## src/rtl/saq_pkg.sv

```systemverilog
package saq_pkg;

	localparam int CMD_W = 2;
	localparam int STATUS_W = 2;
	localparam int HANDLER_W = 8;
	localparam int SLOT_W = 4;
	localparam int PURGE_W = 5;

	typedef enum logic [CMD_W-1:0] {
		CMD_INSERT = 2'd0,
		CMD_REMOVE = 2'd1,
		CMD_FIRE   = 2'd2,
		CMD_SETTM  = 2'd3
	} cmd_t;

	typedef enum logic [STATUS_W-1:0] {
		ST_OK    = 2'd0,
		ST_FULL  = 2'd1,
		ST_NOUSE = 2'd2,
		ST_EMPTY = 2'd3
	} status_t;

endpackage

```

## src/rtl/saq_if.sv

```systemverilog
interface saq_if #(
	parameter int W = 8
);
	logic         valid;
	logic         ready;
	logic [W-1:0] data;

	modport source (output valid, output data, input ready);
	modport sink   (input valid, input data, output ready);
endinterface

```

## src/rtl/saq_front.sv

```systemverilog
// Front end: takes requests and queues them for the back end.
module saq_front
	import saq_pkg::*;
#(
	parameter int W = 8
) (
	input  logic         clk,
	input  logic         arst_n,
	input  logic         in_valid,
	output logic         in_ready,
	input  logic [W-1:0] in_data,
	output logic         q_valid,
	input  logic         q_ready,
	output logic [W-1:0] q_data
);
	// two-entry queue
	logic [W-1:0] buf_q [2];
	logic         rd_q, wr_q;
	logic [1:0]   cnt_q;
	logic         push, pop;

	assign in_ready = (cnt_q != 2'd2);
	assign q_valid  = (cnt_q != 2'd0);
	assign q_data   = buf_q[rd_q];
	assign push     = in_valid && in_ready;
	assign pop      = q_valid && q_ready;

	always_ff @(posedge clk or negedge arst_n) begin
		if (!arst_n) begin
			rd_q  <= 1'b0;
			wr_q  <= 1'b0;
			cnt_q <= 2'd0;
		end else begin
			if (push) wr_q <= ~wr_q;
			if (pop)  rd_q <= ~rd_q;
			cnt_q <= cnt_q + {1'b0, push} - {1'b0, pop};
		end
	end

	always_ff @(posedge clk) begin
		if (push) buf_q[wr_q] <= in_data;
	end
endmodule

```

## src/rtl/saq_back.sv

```systemverilog
// Back end: sequencer working the slot pool one order position per cycle.
module saq_back
	import saq_pkg::*;
#(
	parameter int SLOTS = 16,
	parameter int TIME_BITS = 32,
	parameter int DATA_BITS = 32,
	parameter int IW = 8,
	parameter int OW = 8
) (
	input  logic          clk,
	input  logic          arst_n,
	input  logic          q_valid,
	output logic          q_ready,
	input  logic [IW-1:0] q_data,
	output logic          out_valid,
	input  logic          out_ready,
	output logic [OW-1:0] out_data
);
	localparam int SW = $clog2(SLOTS);
	localparam int CW = $clog2(SLOTS + 1);

	typedef enum logic [2:0] {
		S_IDLE, S_SCAN, S_SHIFT, S_RUN, S_FIRE, S_EMIT, S_DONE
	} state_t;

	// decoded request fields
	logic [CMD_W-1:0]     r_cmd;
	logic [TIME_BITS-1:0] r_time;
	logic [HANDLER_W-1:0] r_hand;
	logic [DATA_BITS-1:0] r_data;
	logic [SLOT_W-1:0]    r_slot;
	assign {r_cmd, r_time, r_hand, r_data, r_slot} = q_data;

	logic [TIME_BITS-1:0] time_q [SLOTS];
	logic [HANDLER_W-1:0] hand_q [SLOTS];
	logic [DATA_BITS-1:0] data_q [SLOTS];
	logic [SW-1:0]        ord_q  [SLOTS];
	logic [SLOTS-1:0]     used_q;
	logic [CW-1:0]        cnt_q;

	state_t               st_q;
	cmd_t                 cmd_q;
	logic [TIME_BITS-1:0] t_q;
	logic [SW-1:0]        slot_q;
	logic [CW-1:0]        i_q;
	logic [CW-1:0]        pos_q;
	logic [CW-1:0]        n_q;
	logic [TIME_BITS-1:0] head_q;

	logic                 ov_q;
	logic [STATUS_W-1:0]  o_st_q;
	logic [SLOT_W-1:0]    o_slot_q;
	logic [HANDLER_W-1:0] o_hand_q;
	logic [DATA_BITS-1:0] o_data_q;
	logic [PURGE_W-1:0]   o_pur_q;
	logic [31:0]          o_next_q;
	logic                 o_ne_q;
	logic                 o_last_q;

	// lowest free slot
	logic [SW-1:0] free_s;
	logic          free_ok;
	always_comb begin
		free_s  = '0;
		free_ok = 1'b0;
		for (int k = SLOTS - 1; k >= 0; k--) begin
			if (!used_q[k]) begin
				free_s  = SW'(k);
				free_ok = 1'b1;
			end
		end
	end

	logic [SW-1:0]        cur_slot;
	logic [TIME_BITS-1:0] cur_time;
	assign cur_slot = ord_q[i_q[SW-1:0]];
	assign cur_time = time_q[cur_slot];

	logic [TIME_BITS-1:0] head_time;
	logic                 nonempty;
	assign nonempty  = (cnt_q != '0);
	assign head_time = nonempty ? time_q[ord_q[0]] : '0;

	// a new request waits until the previous response has gone
	assign q_ready   = (st_q == S_IDLE) && !ov_q;
	assign out_valid = ov_q;
	assign out_data  = {o_st_q, o_slot_q, o_hand_q, 32'(o_data_q), o_pur_q,
		o_next_q, o_ne_q, o_last_q};

	logic rsl_free;
	assign rsl_free = !ov_q || out_ready;

	// response register loads at the end of a command or of each fired alarm
	logic rsp_set;
	always_comb begin
		rsp_set = 1'b0;
		if (st_q == S_DONE && rsl_free) rsp_set = 1'b1;
		if (st_q == S_EMIT && !(pos_q + 1'b1 < cnt_q)) rsp_set = 1'b1;
	end

	always_ff @(posedge clk or negedge arst_n) begin
		if (!arst_n) begin
			st_q   <= S_IDLE;
			used_q <= '0;
			cnt_q  <= '0;
			ov_q   <= 1'b0;
		end else begin
			if (rsp_set) ov_q <= 1'b1;
			else if (out_ready) ov_q <= 1'b0;
			unique case (st_q)
				S_IDLE: if (q_valid && !ov_q) begin
					cmd_q    <= cmd_t'(r_cmd);
					t_q      <= r_time;
					i_q      <= '0;
					n_q      <= '0;
					o_hand_q <= '0;
					o_data_q <= '0;
					o_pur_q  <= '0;
					o_last_q <= 1'b1;
					unique case (cmd_t'(r_cmd))
						CMD_INSERT: begin
							if (!free_ok) begin
								o_st_q   <= ST_FULL;
								o_slot_q <= '0;
								st_q     <= S_DONE;
							end else begin
								time_q[free_s] <= r_time;
								hand_q[free_s] <= r_hand;
								data_q[free_s] <= r_data;
								used_q[free_s] <= 1'b1;
								slot_q   <= free_s;
								o_st_q   <= ST_OK;
								o_slot_q <= SLOT_W'(free_s);
								pos_q    <= cnt_q;
								st_q     <= S_SCAN;
							end
						end
						CMD_REMOVE: begin
							o_slot_q <= '0;
							slot_q   <= SW'(r_slot);
							if (32'(r_slot) >= SLOTS || !used_q[SW'(r_slot)]) begin
								o_st_q <= ST_NOUSE;
								st_q   <= S_DONE;
							end else begin
								used_q[SW'(r_slot)] <= 1'b0;
								o_st_q <= ST_OK;
								pos_q  <= cnt_q;
								st_q   <= S_SCAN;
							end
						end
						CMD_FIRE: begin
							o_slot_q <= '0;
							if (!nonempty) begin
								o_st_q <= ST_EMPTY;
								st_q   <= S_DONE;
							end else begin
								o_st_q <= ST_OK;
								head_q <= head_time;
								st_q   <= S_RUN;
							end
						end
						default: begin
							o_st_q   <= ST_OK;
							o_slot_q <= '0;
							pos_q    <= '0;
							st_q     <= S_SCAN;
						end
					endcase
				end
				// one order position per cycle
				S_SCAN: begin
					if (i_q >= cnt_q) begin
						if (cmd_q == CMD_SETTM) begin
							n_q  <= i_q;
							pos_q <= '0;
							o_pur_q <= PURGE_W'(i_q);
							st_q <= (i_q == '0) ? S_DONE : S_SHIFT;
							i_q  <= '0;
						end else if (cmd_q == CMD_REMOVE) begin
							st_q <= S_DONE;
						end else begin
							i_q  <= cnt_q;
							st_q <= S_SHIFT;
						end
					end else begin
						unique case (cmd_q)
							CMD_INSERT: begin
								if (cur_time >= t_q) begin
									pos_q <= (cur_time == t_q) ? i_q + 1'b1 : i_q;
									i_q   <= cnt_q;
									st_q  <= S_SHIFT;
								end else i_q <= i_q + 1'b1;
							end
							CMD_REMOVE: begin
								if (cur_slot == slot_q) begin
									pos_q <= i_q;
									n_q   <= CW'(1);
									st_q  <= S_SHIFT;
								end else i_q <= i_q + 1'b1;
							end
							default: begin
								if (cur_time <= t_q) i_q <= i_q + 1'b1;
								else begin
									n_q  <= i_q;
									o_pur_q <= PURGE_W'(i_q);
									st_q <= (i_q == '0) ? S_DONE : S_SHIFT;
									i_q  <= '0;
								end
							end
						endcase
					end
				end
				// order list shifts, one entry per cycle
				S_SHIFT: begin
					if (cmd_q == CMD_INSERT) begin
						if (i_q > pos_q) begin
							ord_q[i_q[SW-1:0]] <= ord_q[i_q[SW-1:0] - 1'b1];
							i_q <= i_q - 1'b1;
						end else begin
							ord_q[pos_q[SW-1:0]] <= slot_q;
							cnt_q <= cnt_q + 1'b1;
							st_q  <= S_DONE;
						end
					end else begin
						// drop n_q entries starting at pos_q
						if (i_q < n_q) begin
							used_q[ord_q[i_q[SW-1:0]]] <= (cmd_q == CMD_REMOVE)
								? used_q[ord_q[i_q[SW-1:0]]] : 1'b0;
							i_q <= i_q + 1'b1;
						end else if (pos_q + n_q < cnt_q) begin
							ord_q[pos_q[SW-1:0]] <= ord_q[SW'(pos_q + n_q)];
							pos_q <= pos_q + 1'b1;
						end else begin
							cnt_q <= cnt_q - n_q;
							st_q  <= S_DONE;
						end
					end
				end
				// measure the head run and the head left behind once it is gone
				S_RUN: begin
					if (i_q < cnt_q && cur_time == head_q) i_q <= i_q + 1'b1;
					else begin
						n_q      <= i_q;
						o_next_q <= (i_q < cnt_q) ? 32'(cur_time) : 32'd0;
						o_ne_q   <= (i_q < cnt_q);
						st_q     <= S_FIRE;
					end
				end
				// head run with equal time: emit then free, one per pass
				S_FIRE: begin
					if (!ov_q) begin
						o_st_q <= ST_OK;
						o_slot_q <= SLOT_W'(ord_q[0]);
						o_hand_q <= hand_q[ord_q[0]];
						o_data_q <= data_q[ord_q[0]];
						used_q[ord_q[0]] <= 1'b0;
						o_last_q <= (n_q == CW'(1));
						n_q   <= n_q - 1'b1;
						pos_q <= '0;
						st_q  <= S_EMIT;
					end
				end
				S_EMIT: begin
					if (pos_q + 1'b1 < cnt_q) begin
						ord_q[pos_q[SW-1:0]] <= ord_q[SW'(pos_q + 1'b1)];
						pos_q <= pos_q + 1'b1;
					end else begin
						cnt_q <= cnt_q - 1'b1;
						st_q  <= o_last_q ? S_IDLE : S_FIRE;
					end
				end
				S_DONE: begin
					if (rsl_free) begin
						o_next_q <= 32'(head_time);
						o_ne_q   <= nonempty;
						st_q     <= S_IDLE;
					end
				end
				default: st_q <= S_IDLE;
			endcase
		end
	end
endmodule

```

## src/rtl/sorted_alarm_queue_top.sv

```systemverilog
// channel | direction | payload
// req     | in        | cmd, time_value, handler, callback_data, slot_id
// rsp     | out       | status, out_slot, fired_handler, fired_data, purged_count,
//         |           | next_alarm, queue_nonempty, last
// A request is taken, then one order position a cycle: insert and remove scan
// the order list, then shift it; set time scans, frees the purged slots and shifts.
// A fire scans the head run, then emits, frees and shifts out each alarm in turn.
// The next request is taken only once the last response has gone.
// arst_n clears slot occupancy and counts; slot contents need no reset.
// A stalled response holds the sequencer; a two-deep queue still takes requests.
module sorted_alarm_queue_top
	import saq_pkg::*;
#(
	parameter int SLOTS = 16,
	parameter int TIME_BITS = 32,
	parameter int DATA_BITS = 32
) (
	input logic clk,
	input logic arst_n,
	saq_if.sink   req,
	saq_if.source rsp
);
	localparam int IW = CMD_W + TIME_BITS + HANDLER_W + DATA_BITS + SLOT_W;
	localparam int OW = STATUS_W + SLOT_W + HANDLER_W + 32 + PURGE_W + 32 + 2;

	// request field positions on the channel
	localparam int RQ_SLOT = 0;
	localparam int RQ_DATA = RQ_SLOT + SLOT_W;
	localparam int RQ_HAND = RQ_DATA + 32;
	localparam int RQ_TIME = RQ_HAND + HANDLER_W;
	localparam int RQ_CMD  = RQ_TIME + 32;

	logic          qv, qr;
	logic [IW-1:0] qd;
	logic [IW-1:0] in_d;
	assign in_d = {req.data[RQ_CMD +: CMD_W], TIME_BITS'(req.data[RQ_TIME +: 32]),
		req.data[RQ_HAND +: HANDLER_W], DATA_BITS'(req.data[RQ_DATA +: 32]),
		req.data[RQ_SLOT +: SLOT_W]};

	saq_front #(.W(IW)) u_front (
		.clk(clk), .arst_n(arst_n),
		.in_valid(req.valid), .in_ready(req.ready), .in_data(in_d),
		.q_valid(qv), .q_ready(qr), .q_data(qd)
	);

	logic [OW-1:0] od;
	saq_back #(.SLOTS(SLOTS), .TIME_BITS(TIME_BITS), .DATA_BITS(DATA_BITS),
		.IW(IW), .OW(OW)) u_back (
		.clk(clk), .arst_n(arst_n),
		.q_valid(qv), .q_ready(qr), .q_data(qd),
		.out_valid(rsp.valid), .out_ready(rsp.ready), .out_data(od)
	);

	assign rsp.data = od;
endmodule

```

## src/flat_wrapper.sv

```systemverilog
// flat-port wrapper written by rule: the top's interface ports become plain ports
module sorted_alarm_queue_top_flat import saq_pkg::*;
#(
	parameter int SLOTS = 16,
	parameter int TIME_BITS = 32,
	parameter int DATA_BITS = 32
)
  (clk, arst_n, req_valid, req_data, req_ready, rsp_valid, rsp_data, rsp_ready);
  saq_if #(.W((CMD_W + 32 + HANDLER_W + 32 + SLOT_W))) req_i ();
  saq_if #(.W((STATUS_W + SLOT_W + HANDLER_W + 32 + PURGE_W + 32 + 1 + 1))) rsp_i ();
  input logic clk;
  input logic arst_n;
  input wire logic [$bits(req_i.valid)-1:0] req_valid;
  input wire logic [$bits(req_i.data)-1:0] req_data;
  output wire logic [$bits(req_i.ready)-1:0] req_ready;
  output wire logic [$bits(rsp_i.valid)-1:0] rsp_valid;
  output wire logic [$bits(rsp_i.data)-1:0] rsp_data;
  input wire logic [$bits(rsp_i.ready)-1:0] rsp_ready;
  assign req_i.valid = req_valid;
  assign req_i.data = req_data;
  assign req_ready = req_i.ready;
  assign rsp_valid = rsp_i.valid;
  assign rsp_data = rsp_i.data;
  assign rsp_i.ready = rsp_ready;
  sorted_alarm_queue_top #(.SLOTS(SLOTS), .TIME_BITS(TIME_BITS), .DATA_BITS(DATA_BITS)) u_core (.clk(clk), .arst_n(arst_n), .req(req_i), .rsp(rsp_i));
endmodule
```

## config.mk

```make
export PLATFORM = sky130hd
export DESIGN_NAME = sorted_alarm_queue_top_flat
export DESIGN_NICKNAME = d
export VERILOG_FILES = /design/src/rtl/saq_pkg.sv /design/src/rtl/saq_if.sv /design/src/rtl/saq_front.sv /design/src/rtl/saq_back.sv /design/src/rtl/sorted_alarm_queue_top.sv /design/src/flat_wrapper.sv
export SDC_FILE = /design/constraint.sdc
export NUM_CORES = 2
export LEC_CHECK = 0
export ABC_AREA = 1
export BUFFER_PORTS_ARGS = -buffer_cell sky130_fd_sc_hd__buf_2
export CAP_MARGIN = 30
export CORE_ASPECT_RATIO = 1.75
export CORE_UTILIZATION = 45
export DETAILED_ROUTE_END_ITERATION = 10
export HOLD_SLACK_MARGIN = 0.12
export SLEW_MARGIN = 20
export SYNTH_ARGS = -nofsm -noshare
export SYNTH_HDL_FRONTEND = slang
export SYNTH_SLANG_ARGS = --single-unit
```

## constraint.sdc

```tcl
create_clock -name clk -period 18.7 [get_ports clk]
set_input_delay 0.935 -clock clk [delete_from_list [all_inputs] [get_ports clk]]
set_output_delay 0.935 -clock clk [all_outputs]
set_load 0.02 [all_outputs]
```

Word-level counts from Yosys, hierarchy flattened --
Memories as Yosys holds them, arrays and structs flattened. A register that Yosys moved wholly into a read port is not among the register bits. Index checks and enable logic that the tools add are counted.
Word-level totals: flip-flop bits (word level) 199, bits in writable memories 1372, output and inout bits 87, logic and storage cells 346, memories 5
Operators by class: add/subtract/negate cells 11, magnitude comparators 16, equality and inequality tests 47, muxes and demuxes 187, bitwise gates (word level) 9, reduce and logical (&&, ||, !) cells 49
Memory list:
- u_core.u_back.data_q | words 16, bits a word 32, rd ports 1, clocked after Yosys merged registers in 0, wr ports 1, line saq_back.sv:37 | logic [DATA_BITS-1:0] data_q [SLOTS];
- u_core.u_back.time_q | words 16, bits a word 32, rd ports 2, clocked after Yosys merged registers in 0, wr ports 1, line saq_back.sv:35 | logic [TIME_BITS-1:0] time_q [SLOTS];
- u_core.u_front.buf_q | words 2, bits a word 78, rd ports 1, clocked after Yosys merged registers in 0, wr ports 1, line saq_front.sv:17 | logic [W-1:0] buf_q [2];
- u_core.u_back.hand_q | words 16, bits a word 8, rd ports 1, clocked after Yosys merged registers in 0, wr ports 1, line saq_back.sv:36 | logic [HANDLER_W-1:0] hand_q [SLOTS];
- u_core.u_back.ord_q | words 16, bits a word 4, rd ports 5, clocked after Yosys merged registers in 1, wr ports 1, line saq_back.sv:38 | logic [SW-1:0] ord_q [SLOTS];
Operator list (count):
- 32-bit two-way mux | 6
- 5-bit two-way mux | 37
- 32-bit one-hot mux with 2 select lines | 2
- 4-bit two-way mux | 26
- 16-bit two-way mux | 6
- 32-bit == test | 2
- 3-bit two-way mux | 20
- 1-bit two-way mux | 56
- 5-bit one-hot mux with 2 select lines | 5
- 16-bit one-hot mux with 3 select lines | 1
- 5-bit one-hot mux with 4 select lines | 2
- 3-bit != test, second input constant | 11
- 16-bit bitwise AND | 2
- 32-bit >= comparator | 1
- 32-bit less-or-equal comparator | 1
- 16-bit inverter | 2
- 16-bit one-hot mux with 2 select lines | 1
- 5-bit one-hot mux with 5 select lines | 1
- 2-bit != test, second input constant | 12
- 4-bit != test, second input constant | 6
- 3-bit one-hot mux with 7 select lines | 1
- 4-bit by 5-bit less-than comparator with 1-bit output, second input constant | 4
- 5-bit less-than comparator | 4
- 16-bit bitwise mux | 1
- 55 further kinds | 109

Depth between registers and ports, before layout --
depth in word-level cells 25, depth in mapped cells 34, depth with buffers taken out 31

Cells and area by module --
A second synthesis with hierarchy kept.
Second synthesis, totals: cell total of the unflattened synthesis 6629, area total of the unflattened synthesis 71441.0 um^2
Modules (own cells, without submodules):
- saq_back | instances 1, cells an instance 6190, area an instance 65540.4 um^2, seq. area each 42325.6 um^2
- saq_front | instances 1, cells an instance 439, area an instance 5900.7 um^2, seq. area each 4784.6 um^2

Worst setup path before layout --
OpenSTA, ideal clock, no wires.
kind reg2reg, start point reg u_core.u_back.st_q[1], end point mem u_core.u_back.data_q[2][0] (enable), setup time 0.679 ns, arrival 9.293 ns, setup slack 8.728 ns, cell stages (with the launch flop) 11, period minus slack after synthesis 9.972 ns, cell sequence dfrtp_1 > clkbuf_1 > nor2_1 > inv_1 > nor2_1 > inv_1 > nor2_1 > nand2_1 > inv_1 > nand2_1 > nor4_1
Between the ends: longest elaborated chain between the ends 4
Ends and longest elaborated chain:
- from (decl) | line saq_back.sv:42 | state_t st_q;
- from (signal assigned) | line saq_back.sv:178 | st_q <= (i_q == '0) ? S_DONE : S_SHIFT;
- from (signal assigned) | line saq_back.sv:207 | st_q <= (i_q == '0) ? S_DONE : S_SHIFT;
- from (signal assigned) | line saq_back.sv:270 | st_q <= o_last_q ? S_IDLE : S_FIRE;
- 3-bit zero test | line saq_back.sv:111 | unique case (st_q)
- 1-bit two-way mux | line saq_back.sv:111
- 1-bit logical AND (implied by the code) | line saq_back.sv:130 | data_q[free_s] <= r_data;
- 1-bit two-way mux (implied by the code) | line saq_back.sv:130
- to (decl) | line saq_back.sv:37
No other way between the ends.

==> impl_metrics.ini <==
[run_status]
status = finished, final reports clean

[global_routing]
antenna_found_initial = 8
grt_start_max_net_pins = 171
grt_pass1_vias = 51400
track_usage = 0.294
grt_first_pass_wirelength_mm = 342
gr-total-overflow = 0

[placed_design]
dpl_cell_area_um2 = 74400
pre_cts_slack_ns = 10.81
hpwlAfterDp_mm = 135
place_congestion = 0.982
io_buffers = 168

[critical_path]
critPathRequiredTime_ns = 19.11
worstPathMaxFanout = 117
critical_path_class = register to register
cpPeakStageDelay_ns = 0.77
end_kind = register
arrival_ns = 7.89
worstSetupStartpointType = register
cp_common_cell = nor2_1
cp_slowest_cell = nand2_8

[logic_synthesis]
ys.flop_type = edfxtp_1
synth-async-reset-ratio = 0.0184
synth_area_per_cell_um2 = 10.8
synth_edf_count = 1542
synth.top_cells.by_count = 1803 x nand2_1, 1542 x edfxtp_1, 584 x inv_1
synth.most_common_cell = nand2_1
syn_area_um2 = 71400
yosys_warnings = 0
synth_largest_area_cell = edfxtp_1
netlist_instances = 6586
ys_seq_elements = 1575
synth_sequential_area_ratio = 0.660
ys_top_cells_by_area = edfxtp_1 65%, nand2_1 9.5%, nand3_1 3.4%, inv_1 3.1%, a22oi_1 2.7%
yosysUniqueCellTypes = 64
yosysTopAreaCellShare = 0.649
synth_nets = 6741

[sta]
grt_setup_unrepaired = false
holdWs_ns = 0.212
tns_ns = 0
fin_crit_sh = 0.400
setup_slack_ns = 11.22
period_needed_ns = 7.48
fmax_ghz = 0.134
slew_violations = 0
slew-limit-headroom = 0.237
max_slew.worst_pin.slew_ns = 1.14
clock_skew_ns = 0.0650
hold_viol_final = 0
finalSetupViolCount = 0

[detailed_routing]
wl_mm = 237
first_iter_violations = 5577
met2WireLength_mm = 117
routed.top_layer = met5
routedWlPerCell_um = 26.9
met1_length_mm = 87.9
vias_per_cell = 5.97
dr.pass1.iters = 6
drtAntennaViolNets = 0
dr_total_vias = 52700
drc_errors = 0
routed-wl-met3_mm = 16.3

[job]
cap_violations = 0

[die]
core_um2 = 158000
pin_count = 169
start_util = 0.453
dieArea_um2 = 160000
rows = 193
dieHeight_um = 529
die_w_um = 303

[power]
clkPwrFrac = 0.214
combinationalPowerShare = 0.442
seqPwrFrac = 0.343
swShare = 0.436
cellLeakagePower_nw = 29.6
ir_drop_mv = 0.136
cell_internal_pwr_w = 0.00796
net-switching-power_w = 0.00617
power_density_nw_per_um2 = 178

[clock_tree]
clockRootBuffer = clkbuf_16
cts_tree = built
cts_hold_buf = 0
htree_levels = 4
clockBufferDepth = 4
clk_pin_slew_ns = 0.06
cts_resized = 0
clk-insertion-delay-late_ns = 0.82
cts_buffers = 155
cts_sinks = 1575
post-cts-setup-buffer-count = 0

[finish]
final_net_count = 6815
layout-drive-gt1-share = 0.0897
fin_area_um2 = 79200
fillCellCount = 13900
areaGrowthSynthToFinish_pct = 11.0

[hold_path]
hp-class = input pin to async pin
-- state kept, by name, summed over array words and instances (netlist names), 3 cells and up, named ones only --
signal	flops
u_core.u_back.used_q	16
u_core.u_back.o_pur_q	5
u_core.u_back.time_q	512
u_core.u_front.buf_q	156
u_core.u_back.t_q	32
u_core.u_back.slot_q	4
u_core.u_back.st_q	3
u_core.u_back.n_q	5
u_core.u_back.ord_q	64
u_core.u_back.pos_q	5
u_core.u_back.data_q	512
u_core.u_back.o_hand_q	8
u_core.u_back.cnt_q	5
u_core.u_back.head_q	32
u_core.u_back.o_next_q	32
u_core.u_back.o_data_q	32
u_core.u_back.hand_q	128
u_core.u_back.i_q	5
u_core.u_back.o_slot_q	4
-- placed cells by master, fill, tap and decap left out, types with 21 or more instances in the layout --
| master | n |
|---|---|
| o22ai_1 | 47 |
| a21oi_1 | 211 |
| nor2_1 | 201 |
| xor2_1 | 21 |
| o21ai_1 | 66 |
| inv_1 | 578 |
| a31oi_1 | 55 |
| a41oi_1 | 51 |
| a22oi_1 | 260 |
| clkinv_1 | 29 |
| nand3_1 | 482 |
| clkbuf_16 | 157 |
| buf_2 | 169 |
| dfrtp_1 | 28 |
| o221ai_1 | 54 |
| ha_1 | 71 |
| nor3_1 | 39 |
| edfxtp_1 | 1542 |
| o21ai_0 | 349 |
| nor2_2 | 26 |
| o211ai_1 | 77 |
| buf_4 | 97 |
| a22o_1 | 48 |
| clkinv_2 | 27 |
| clkbuf_1 | 28 |
| nand3b_1 | 48 |
| nor2_4 | 26 |
| nand2_1 | 1802 |
-- worst max-delay path, delay by kind of cell (launching register included) --
| kind | cells | cell delay [ns] |
|---|---|---|
| fa+ha+maj | 1 | 0.31 |
| compound gates | 2 | 0.23 |
| simple gates | 20 | 4.76 |
| buf+inv | 5 | 1.40 |
| flops | 1 | 0.31 |
-- power by group through the flow --
| stage | registers [W] | clock network [W] | logic, W |
|---|---|---|---|
| global placement | 0.00492 | 0 | 0.00607 |
| floorplan | 0.00493 | 0 | 0.00392 |
| finish | 0.00485 | 0.00302 | 0.00625 |
| CTS | 0.00485 | 0.00306 | 0.00614 |
| detailed placement | 0.00492 | 0 | 0.00613 |
| global route | 0.00487 | 0.00318 | 0.00678 |
-- stage by stage --
| stage | utilization | instances | power, W |
|---|---|---|---|
| 2_1_floorplan | - | 6586 | 0.00884 |
| 3_3_place_gp | 0.471 | 8539 | 0.0110 |
| 3_5_place_dp | 0.472 | 8544 | 0.0110 |
| 4_1_cts | 0.502 | 8808 | 0.0141 |
| 5_1_grt | 0.502 | 8815 | 0.0148 |
| 6_report | 0.502 | 8815 | 0.0141 |
-- kinds of logic after synthesis --
group | count (synthesis) | share of synthesized area
muxes | 3 | 0.000438
adders and majority gates | 73 | 0.0130
DFF | 1575 | 0.660
and+or+nand+nor | 2674 | 0.156
buffers and inverters | 964 | 0.0541
xor gates and xnor gates | 26 | 0.00319
AOI/OAI and AO/OA | 1271 | 0.113
-- layout make-up --
cell class | count | area, um^2 | area share
diodes | 1 | 2.50 | 0.0000316
clock buffers | 187 | 4060 | 0.0513
clock inverters | 77 | 686 | 0.00866
inverters | 602 | 2270 | 0.0286
multi-input cells | 4047 | 20700 | 0.261
flip-flops and latches | 1575 | 47100 | 0.595
well taps | 2047 | 2560 | 0.0323
repair buffers | 279 | 1810 | 0.0229
-- final timing paths --
path                                              start                           to  slack, ns  cells past startpoint
worst min-delay path                             arst_n      u_core.u_back.used_q[7]       0.21                      2
worst max-delay path                           register         u_core.u_back.n_q[1]      11.22                     28
worst max register to register                 register         u_core.u_back.n_q[1]      11.22                     28
worst min register to register  u_core.u_front.cnt_q[0]      u_core.u_front.cnt_q[0]       0.51                      1
max in group asynchronous                        arst_n          u_core.u_front.rd_q      18.06                      2
min in group clk                           req_data[30]  u_core.u_front.buf_q[1][30]       0.32                      1
-- layer usage --
layer,vias to the layer above,GRT usage
met5,-,0
met4,6,0.178
met3,759,0.0355
met2,2639,0.499
met1,25800,0.354
li1,23400,-
No activity file was read; power rests on OpenSTA's default activity.
